===== config.mk =====
export PLATFORM = sky130hd
export DESIGN_NAME = adaptive_frame_playout_pacer_core
export DESIGN_NICKNAME = d
export VERILOG_FILES = /design/src/rtl/afpp_pkg.sv /design/src/rtl/afpp_alu.sv /design/src/rtl/adaptive_frame_playout_pacer_core.sv
export SDC_FILE = /design/constraint.sdc
export NUM_CORES = 2
export LEC_CHECK = 0
export BUFFER_PORTS_ARGS = -buffer_cell sky130_fd_sc_hd__buf_2
export CAP_MARGIN = 0
export CORE_MARGIN = 4
export CORE_UTILIZATION = 65
export DETAILED_ROUTE_END_ITERATION = 6
export PLACE_DENSITY = 0.82
export SYNTH_ARGS = -nofsm -noshare
export SYNTH_HDL_FRONTEND = slang
export SYNTH_SLANG_ARGS = --single-unit

===== constraint.sdc =====
create_clock -name clk -period 21.7 [get_ports clk]
set_input_delay 0 -clock clk [delete_from_list [all_inputs] [get_ports clk]]
set_output_delay 0 -clock clk [all_outputs]
set_load 0.005 [all_outputs]

===== src/rtl/afpp_pkg.sv =====
// Shared widths, codes and the adder request type of the frame playout pacer.
package afpp_pkg;

    localparam int PTS_W           = 42;
    localparam int ACC_W           = 46;
    localparam int ANCHOR_W        = 32;
    localparam int DROP_W          = 6;
    localparam int LEVEL_W         = 7;
    localparam int CFG_IDX_W       = 1;
    localparam int QUEUE_DEPTH_DEF = 64;

    localparam logic [CFG_IDX_W-1:0] CFG_STREAM_START = 1'b0;
    localparam logic [CFG_IDX_W-1:0] CFG_WALL_START   = 1'b1;

    localparam logic OP_PUSH = 1'b0;
    localparam logic OP_TICK = 1'b1;

    localparam int BAND_LOW   = 15;
    localparam int BAND_MID   = 30;
    localparam int BAND_HIGH  = 40;
    localparam int BAND_TOP   = 60;
    localparam int REF_OFFSET = 25;
    localparam int NUDGE_UP   = 10;
    localparam int STEP_MID   = 20;
    localparam int STEP_TOP   = 40;

    localparam logic signed [ACC_W-1:0] ANCHOR_MAX =
        {{(ACC_W-ANCHOR_W+1){1'b0}}, {(ANCHOR_W-1){1'b1}}};
    localparam logic signed [ACC_W-1:0] ANCHOR_MIN =
        {{(ACC_W-ANCHOR_W+1){1'b1}}, {(ANCHOR_W-1){1'b0}}};

    typedef struct packed {
        logic signed [ACC_W-1:0] a;
        logic signed [ACC_W-1:0] b;
        logic                    sub;
    } alu_req_t;

endpackage


===== src/rtl/afpp_alu.sv =====
// Shared add/subtract unit of the frame playout pacer.
module afpp_alu
(
    input  afpp_pkg::alu_req_t                    req,
    output logic signed [afpp_pkg::ACC_W-1:0]     sum
);

    assign sum = req.sub ? (req.a - req.b) : (req.a + req.b);

endmodule


===== src/rtl/adaptive_frame_playout_pacer_core.sv =====
// Top level of the adaptive frame playout pacer: timestamp queue, anchor and tick sequencer.
//
// Frame timestamps are queued on push words and paced against the wall clock on tick words.
// A push, and a tick on an empty queue, are handled in the idle state alone. Any other tick
// steps the sequencer, for each head frame examined (dropped heads plus the presented one),
// through the queue read, the start-time sums, the band test, an optional anchor nudge and
// the lateness terms, with every sum taken on the single shared adder. One result word is
// produced per input word and held in an output register; the next input word is taken
// once the sequencer is idle and that register is free or being emptied.
module adaptive_frame_playout_pacer_core
#(
    parameter int QUEUE_DEPTH = afpp_pkg::QUEUE_DEPTH_DEF
)
(
    input  logic                              clk,
    input  logic                              rst_n,

    input  logic                              cfg_we,
    input  logic [afpp_pkg::CFG_IDX_W-1:0]    cfg_index,
    input  logic [afpp_pkg::PTS_W-1:0]        cfg_data,

    input  logic                              in_valid,
    output logic                              in_stall,
    input  logic                              operation,
    input  logic [afpp_pkg::PTS_W-1:0]        frame_pts,
    input  logic [afpp_pkg::PTS_W-1:0]        now_ms,

    output logic                              out_valid,
    input  logic                              out_stall,
    output logic                              frame_valid,
    output logic [afpp_pkg::PTS_W-1:0]        present_pts,
    output logic [afpp_pkg::DROP_W-1:0]       dropped_count,
    output logic                              push_refused,
    output logic [afpp_pkg::LEVEL_W-1:0]      queue_level
);

    localparam int PTR_W = $clog2(QUEUE_DEPTH);
    localparam int CNT_W = $clog2(QUEUE_DEPTH + 1);
    localparam int ACC_W = afpp_pkg::ACC_W;
    localparam int PTS_W = afpp_pkg::PTS_W;

    typedef enum logic [3:0] {
        S_IDLE,
        S_RDH,
        S_RDR,
        S_B0,
        S_B1,
        S_B2,
        S_TEST,
        S_NUDGE,
        S_D,
        S_LATE
    } state_t;

    state_t                            state_reg;
    logic [PTS_W-1:0]                  start_reg;
    logic [PTS_W-1:0]                  wall_reg;
    logic signed [afpp_pkg::ANCHOR_W-1:0] anchor_reg;
    logic [PTR_W-1:0]                  head_ptr_reg;
    logic [CNT_W-1:0]                  count_reg;
    logic [afpp_pkg::DROP_W-1:0]       dropped_reg;
    logic                              nudged_reg;
    logic signed [ACC_W-1:0]           acc_reg;
    logic [PTS_W-1:0]                  head_pts_reg;
    logic [PTS_W-1:0]                  now_reg;
    logic [PTS_W-1:0]                  rd_q_reg;

    logic                              out_valid_reg;
    logic                              frame_valid_reg;
    logic [PTS_W-1:0]                  present_pts_reg;
    logic [afpp_pkg::DROP_W-1:0]       dropped_count_reg;
    logic                              push_refused_reg;
    logic [afpp_pkg::LEVEL_W-1:0]      queue_level_reg;

    logic [PTS_W-1:0]                  queue_mem [QUEUE_DEPTH];

    afpp_pkg::alu_req_t                alu_req;
    logic signed [ACC_W-1:0]           sum;

    logic                              in_accept;
    logic                              out_take;
    logic                              out_load;
    logic                              head_drop;
    logic                              queue_full;
    logic                              push_write;
    logic                              rd_en;
    logic [PTR_W-1:0]                  rd_addr;
    logic [PTR_W-1:0]                  tail_ptr;
    logic [PTR_W-1:0]                  ref_ptr;
    logic [PTR_W-1:0]                  head_inc;
    logic [CNT_W-1:0]                  count_inc;
    logic [CNT_W-1:0]                  count_dec;
    logic                              band_low;
    logic                              band_high;
    logic                              band_top;
    logic                              band_rise;
    logic signed [ACC_W-1:0]           n_ext;
    logic signed [ACC_W-1:0]           n_diff;
    logic signed [ACC_W-1:0]           lead;
    logic signed [ACC_W-1:0]           nudge_delta;
    logic signed [ACC_W-1:0]           wall_ext;
    logic signed [ACC_W-1:0]           anchor_ext;
    logic signed [ACC_W-1:0]           start_ext;
    logic signed [ACC_W-1:0]           now_ext;
    logic signed [ACC_W-1:0]           head_ext;
    logic signed [ACC_W-1:0]           ref_ext;
    logic signed [afpp_pkg::ANCHOR_W-1:0] anchor_sat;
    logic                              sum_neg;
    logic                              sum_pos;

    function automatic logic [PTR_W-1:0] wrap_add(input logic [PTR_W-1:0] ptr,
                                                 input logic [CNT_W-1:0] off);
        logic [PTR_W:0] s;
        s = (PTR_W+1)'(ptr) + (PTR_W+1)'(off);
        if (s >= (PTR_W+1)'(QUEUE_DEPTH))
        begin
            s = s - (PTR_W+1)'(QUEUE_DEPTH);
        end
        return s[PTR_W-1:0];
    endfunction

    afpp_alu u_alu
    (
        .req (alu_req),
        .sum (sum)
    );

    assign out_take   = out_valid_reg && !out_stall;
    assign in_stall   = !((state_reg == S_IDLE) && (!out_valid_reg || !out_stall));
    assign in_accept  = in_valid && !in_stall;
    assign queue_full = (count_reg >= CNT_W'(QUEUE_DEPTH));
    assign push_write = in_accept && (operation == afpp_pkg::OP_PUSH) && !queue_full;

    assign count_inc = count_reg + CNT_W'(1);
    assign count_dec = count_reg - CNT_W'(1);
    assign tail_ptr  = wrap_add(head_ptr_reg, count_reg);
    assign ref_ptr   = wrap_add(head_ptr_reg, count_reg - CNT_W'(afpp_pkg::REF_OFFSET));
    assign head_inc  = wrap_add(head_ptr_reg, CNT_W'(1));

    assign band_low  = (count_reg <= CNT_W'(afpp_pkg::BAND_LOW));
    assign band_high = (count_reg > CNT_W'(afpp_pkg::BAND_HIGH));
    assign band_top  = (count_reg > CNT_W'(afpp_pkg::BAND_TOP));
    assign band_rise = (count_reg > CNT_W'(afpp_pkg::BAND_MID)) && !band_high;

    assign rd_en   = (state_reg == S_RDH) || ((state_reg == S_RDR) && band_high);
    assign rd_addr = (state_reg == S_RDH) ? head_ptr_reg : ref_ptr;

    assign wall_ext   = signed'({{(ACC_W-PTS_W){1'b0}}, wall_reg});
    assign start_ext  = signed'({{(ACC_W-PTS_W){1'b0}}, start_reg});
    assign now_ext    = signed'({{(ACC_W-PTS_W){1'b0}}, now_reg});
    assign head_ext   = signed'({{(ACC_W-PTS_W){1'b0}}, head_pts_reg});
    assign ref_ext    = signed'({{(ACC_W-PTS_W){1'b0}}, rd_q_reg});
    assign anchor_ext = {{(ACC_W-afpp_pkg::ANCHOR_W){anchor_reg[afpp_pkg::ANCHOR_W-1]}},
                         anchor_reg};
    assign n_ext      = signed'(ACC_W'(count_reg));

    // lead term: low band slope 40, rising band 2, high band 20, top band 40
    always_comb
    begin
        n_diff = n_ext - ACC_W'(afpp_pkg::BAND_MID);
        lead   = '0;
        priority if (band_low)
        begin
            n_diff = n_ext - ACC_W'(afpp_pkg::BAND_LOW);
            lead   = (n_diff <<< 5) + (n_diff <<< 3);
        end
        else if (band_top)
        begin
            lead = (n_diff <<< 5) + (n_diff <<< 3);
        end
        else if (band_high)
        begin
            lead = (n_diff <<< 4) + (n_diff <<< 2);
        end
        else if (band_rise)
        begin
            lead = n_diff <<< 1;
        end
        else
        begin
            lead = '0;
        end
    end

    assign nudge_delta = band_high ? (band_top ? -ACC_W'(afpp_pkg::STEP_TOP)
                                               : -ACC_W'(afpp_pkg::STEP_MID))
                                   : ACC_W'(afpp_pkg::NUDGE_UP);

    always_comb
    begin
        alu_req.a   = '0;
        alu_req.b   = '0;
        alu_req.sub = 1'b0;
        unique case (state_reg)
            S_B0:
            begin
                alu_req.a = wall_ext;
                alu_req.b = anchor_ext;
            end
            S_B1:
            begin
                alu_req.a   = acc_reg;
                alu_req.b   = now_ext;
                alu_req.sub = 1'b1;
            end
            S_B2:
            begin
                alu_req.a   = acc_reg;
                alu_req.b   = start_ext;
                alu_req.sub = 1'b1;
            end
            S_TEST:
            begin
                alu_req.a = acc_reg;
                alu_req.b = band_high ? ref_ext : head_ext;
            end
            S_NUDGE:
            begin
                alu_req.a = anchor_ext;
                alu_req.b = nudge_delta;
            end
            S_D:
            begin
                alu_req.a = acc_reg;
                alu_req.b = head_ext;
            end
            S_LATE:
            begin
                alu_req.a   = acc_reg;
                alu_req.b   = lead;
                alu_req.sub = 1'b1;
            end
            default:
            begin
                alu_req.a   = '0;
                alu_req.b   = '0;
                alu_req.sub = 1'b0;
            end
        endcase
    end

    assign sum_neg = sum[ACC_W-1];
    assign sum_pos = !sum[ACC_W-1] && (sum != '0);

    assign head_drop = sum_neg && (count_reg > CNT_W'(1));
    assign out_load  = (in_accept && ((operation == afpp_pkg::OP_PUSH) || (count_reg == '0)))
                       || ((state_reg == S_LATE) && !head_drop);

    always_comb
    begin
        priority if (sum > afpp_pkg::ANCHOR_MAX)
        begin
            anchor_sat = afpp_pkg::ANCHOR_MAX[afpp_pkg::ANCHOR_W-1:0];
        end
        else if (sum < afpp_pkg::ANCHOR_MIN)
        begin
            anchor_sat = afpp_pkg::ANCHOR_MIN[afpp_pkg::ANCHOR_W-1:0];
        end
        else
        begin
            anchor_sat = sum[afpp_pkg::ANCHOR_W-1:0];
        end
    end

    always_ff @(posedge clk)
    begin
        if (push_write)
        begin
            queue_mem[tail_ptr] <= frame_pts;
        end
        if (rd_en)
        begin
            rd_q_reg <= queue_mem[rd_addr];
        end
    end

    always_ff @(posedge clk or negedge rst_n)
    begin
        if (!rst_n)
        begin
            state_reg         <= S_IDLE;
            start_reg         <= '0;
            wall_reg          <= '0;
            anchor_reg        <= '0;
            head_ptr_reg      <= '0;
            count_reg         <= '0;
            dropped_reg       <= '0;
            nudged_reg        <= 1'b0;
            acc_reg           <= '0;
            head_pts_reg      <= '0;
            now_reg           <= '0;
            out_valid_reg     <= 1'b0;
            frame_valid_reg   <= 1'b0;
            present_pts_reg   <= '0;
            dropped_count_reg <= '0;
            push_refused_reg  <= 1'b0;
            queue_level_reg   <= '0;
        end
        else
        begin
            if (cfg_we)
            begin
                unique case (cfg_index)
                    afpp_pkg::CFG_STREAM_START: start_reg <= cfg_data;
                    afpp_pkg::CFG_WALL_START:   wall_reg  <= cfg_data;
                    default:                    start_reg <= start_reg;
                endcase
            end

            if (out_load || out_take)
            begin
                out_valid_reg <= out_load;
            end

            unique case (state_reg)
                S_IDLE:
                begin
                    if (in_accept)
                    begin
                        priority if (operation == afpp_pkg::OP_PUSH)
                        begin
                            frame_valid_reg   <= 1'b0;
                            present_pts_reg   <= '0;
                            dropped_count_reg <= '0;
                            push_refused_reg  <= queue_full;
                            if (queue_full)
                            begin
                                queue_level_reg <= count_reg[afpp_pkg::LEVEL_W-1:0];
                            end
                            else
                            begin
                                count_reg       <= count_inc;
                                queue_level_reg <= count_inc[afpp_pkg::LEVEL_W-1:0];
                            end
                        end
                        else if (count_reg == '0)
                        begin
                            frame_valid_reg   <= 1'b0;
                            present_pts_reg   <= '0;
                            dropped_count_reg <= '0;
                            push_refused_reg  <= 1'b0;
                            queue_level_reg   <= '0;
                        end
                        else
                        begin
                            now_reg     <= now_ms;
                            dropped_reg <= '0;
                            nudged_reg  <= 1'b0;
                            state_reg   <= S_RDH;
                        end
                    end
                end
                S_RDH:
                begin
                    state_reg <= S_RDR;
                end
                S_RDR:
                begin
                    head_pts_reg <= rd_q_reg;
                    state_reg    <= S_B0;
                end
                S_B0:
                begin
                    acc_reg   <= sum;
                    state_reg <= S_B1;
                end
                S_B1:
                begin
                    acc_reg   <= sum;
                    state_reg <= S_B2;
                end
                S_B2:
                begin
                    acc_reg   <= sum;
                    state_reg <= S_TEST;
                end
                S_TEST:
                begin
                    priority if (!nudged_reg && band_high && sum_pos)
                    begin
                        state_reg <= S_NUDGE;
                    end
                    else if (!nudged_reg && band_low && sum_neg)
                    begin
                        state_reg <= S_NUDGE;
                    end
                    else
                    begin
                        state_reg <= S_D;
                    end
                end
                S_NUDGE:
                begin
                    // recompute the start time with the new anchor
                    anchor_reg <= anchor_sat;
                    nudged_reg <= 1'b1;
                    state_reg  <= S_B0;
                end
                S_D:
                begin
                    acc_reg   <= sum;
                    state_reg <= S_LATE;
                end
                S_LATE:
                begin
                    if (head_drop)
                    begin
                        // drop the late head and test the next one
                        head_ptr_reg <= head_inc;
                        count_reg    <= count_dec;
                        if (dropped_reg != '1)
                        begin
                            dropped_reg <= dropped_reg + afpp_pkg::DROP_W'(1);
                        end
                        nudged_reg <= 1'b0;
                        state_reg  <= S_RDH;
                    end
                    else
                    begin
                        frame_valid_reg   <= 1'b1;
                        present_pts_reg   <= head_pts_reg;
                        dropped_count_reg <= dropped_reg;
                        push_refused_reg  <= 1'b0;
                        queue_level_reg   <= count_reg[afpp_pkg::LEVEL_W-1:0];
                        state_reg         <= S_IDLE;
                    end
                end
                default:
                begin
                    state_reg <= S_IDLE;
                end
            endcase
        end
    end

    assign out_valid     = out_valid_reg;
    assign frame_valid   = frame_valid_reg;
    assign present_pts   = present_pts_reg;
    assign dropped_count = dropped_count_reg;
    assign push_refused  = push_refused_reg;
    assign queue_level   = queue_level_reg;

endmodule


==> results.txt <==
First-pass GRT wire length = 578000 microns
WL final = 409000 microns
CTS H-tree lvls = 5
DRC viols = 8
Area Overhead vs Synth = 13.0%
Synth Warn # = 0
Final std cells w/o fill = 10100
Pins Over Slew Limit = 0
Critical Path RT = 22.54 ns
Setup WS post-layout = 11.25 ns
CTS sink count = 3058
Die area = 201000 sq um
Port Buf Inserts = 191
Most frequent cells in the layout = edfxtp_1 (2730), mux4_2 (714), nand2_1 (379)
Dpl hpwl = 211000 microns
Overall die width = 449 microns
Post-CTS setup buffer count = 0
Post-synth EDFFs = 2730
WL/cell = 40.4 microns
Cell area after synthesis = 126000 sq um
Failing checks = DRC
Syn Nets = 7106
Cells after synthesis = 6885
Tmin final = 10.45 ns
DR vias = 76400
Nets = 7575
Setup repair after global routing missed its margin = no
Slew headroom = 0.0489
Vias in the first global route = 76500
Setup TNS Final = 0 ns
Pre-CTS WS = 11.60 ns
Clk_lat worst skew = 1.01 ns
CP Capture Type = register
Clk root buf = clkbuf_16
Final setup viols = 0
Row cnt = 161
Total iterations of the first detailed-routing run = 7
Max cap viols = 0
Die height = 449 microns
Pin count of the biggest net entering global routing = 141
Initial antenna violation count = 33
# resized after CTS = 0
Remaining global-route overflow = 0
Startpoint Class = register
Outcome = finished with violations
#FFs+latches synth = 3058
Worst slew pin tran = 1.42 ns
Type of the most critical hold path = input port to asynchronous set/reset pin
Worst Skew = 0.106 ns
Setup CP Type = register to register
Max FFs per register = 2688
Leading cell type in the layout, fill and taps excluded = edfxtp_1
Max Root-Sink Buffers = 4
Final worst-path cycle share = 0.482
Main synth FF type = edfxtp_1
# IOs = 192
Async S/R FF share, synth = 0.107
Hold WS = 0.262 ns
Initial core utilization = 0.655
Cts bufs inserted = 312
Worst-path clk slew = 0.07 ns
Sequential share of the synthesized area = 0.714
Mean cell area of the mapped netlist = 18.3 sq um
Fmax = 95.7 MHz
Critical Path AT = 11.29 ns
Initial DRC count = 13700
CTS tree = built
Total GRT Usage = 0.406
CP max FO = 53
Yosys cell types = 100
Placed Cells = 9341
Vias per Instance = 7.55
Share of cells above drive strength 1 = 0.233
Routability Congestion = 0.987
Final hold viol count = 0
Detail Route Antenna Nets = 0
Core area = 193000 sq um
[through the flow]
stage / instance area, sq um / util
global route: 143000 / 0.740
floorplan: 126000 / -
CTS: 143000 / 0.740
detailed placement: 131000 / 0.677
finish: 143000 / 0.740
global placement: 131000 / 0.677
[synthesized netlist by cell type (all sizes together) (9+ instances only)]
cell type,n,area share
o31ai,15,0.00089
o21ai,120,0.0048
a21o,26,0.0015
nand2,380,0.011
o211ai,23,0.0014
a221o,19,0.0015
nand4,25,0.0013
nor2,213,0.0064
clkbuf,262,0.0078
a22o,56,0.0039
and4,11,0.00076
o2111ai,11,0.00076
a31oi,27,0.0013
mux2i,206,0.016
a211oi,194,0.012
and2,25,0.0012
nand3,46,0.0019
a221oi,11,0.00076
xor2,38,0.0026
a22oi,27,0.0016
and3,32,0.0016
xnor2,47,0.0033
or4,9,0.00054
mux4,714,0.13
dfrtp,328,0.065
nand2b,17,0.00084
o22ai,12,0.00059
nor3,42,0.0017
a222oi,40,0.0032
or2,10,0.00050
o21a,13,0.00077
buf,155,0.0062
o21bai,12,0.00071
nor4,19,0.0011
ha,82,0.0081
or3,16,0.00079
a21oi,332,0.013
a32oi,10,0.00069
mux2,163,0.015
inv,68,0.0020
nor2b,182,0.0090
edfxtp,2730,0.65
[layout make-up]
cell class,count,area [sq um]
fillers,9969,50100
flip-flops and latches,3058,90200
well taps,2526,3160
clock buffers,389,8330
repair buffers,572,4450
inverters,69,259
diodes,15,37.5
clock inverters,148,1520
multi-input cells,3341,34700
[cells by family after synthesis]
| kind of cell | count (synthesis) | synth area share |
|---|---|---|
| xor+xnor | 85 | 0.00590 |
| buf+inv | 486 | 0.0161 |
| fa+ha+maj | 88 | 0.00908 |
| mux | 1083 | 0.158 |
| flops | 3058 | 0.714 |
| compound gates | 1017 | 0.0544 |
| simple gates | 1068 | 0.0419 |
[path summary, 6_finish.rpt]
check                               from  cells past startpoint               end  slack, ns
min in group clk           frame_pts[11]                      2  queue_mem[6][11]       0.33
min reg2reg                  acc_reg[32]                      2       acc_reg[32]       0.47
max reg2reg                 count_reg[0]                     27    queue_level[3]      11.25
max                         count_reg[0]                     27    queue_level[3]      11.25
max in group asynchronous          rst_n                      4       now_reg[26]      20.48
min                                rst_n                      4    queue_level[0]       0.26
[what timing repair did]
| item | CTS | global route |
|---|---|---|
| hold buffers | 224 | 0 |
| hold endpoints to repair | 2954 | 0 |
| setup endpoints to repair | 0 | 0 |
[worst max-delay path: stages, from the launching register on]
cell and delay (ns):
dfrtp_1 0.63, clkinv_1 0.51, ha_1 0.40, ha_1 0.22, nand2b_1 0.23, a21oi_4 0.17
buf_4 0.40, o21ai_2 0.35, a211oi_1 0.46, nor4b_2 0.39, and4_1 0.50, nand4_1 0.48
nor3_1 0.59, a41oi_1 0.22, xnor2_1 0.21, ha_1 0.25, a21oi_1 0.32, o21ai_0 0.32
a21oi_1 0.24, nor2_1 0.06, nor4_1 0.26, o21ai_0 0.26, xnor2_1 0.73, mux2i_2 0.48
a41oi_4 0.26, a21oi_4 0.27, buf_4 0.63, mux2_1 0.40
[layer usage]
layer	wire [microns]	track usage	share of wire
met5	159	0	0.00039
met4	29900	0.238	0.073
met3	54500	0.119	0.13
met2	191000	0.625	0.47
met1	133000	0.523	0.33
Power is left out: the tool's default activity adds up to more than one toggle a clock period on the data nets, which glitch-free logic cannot reach.
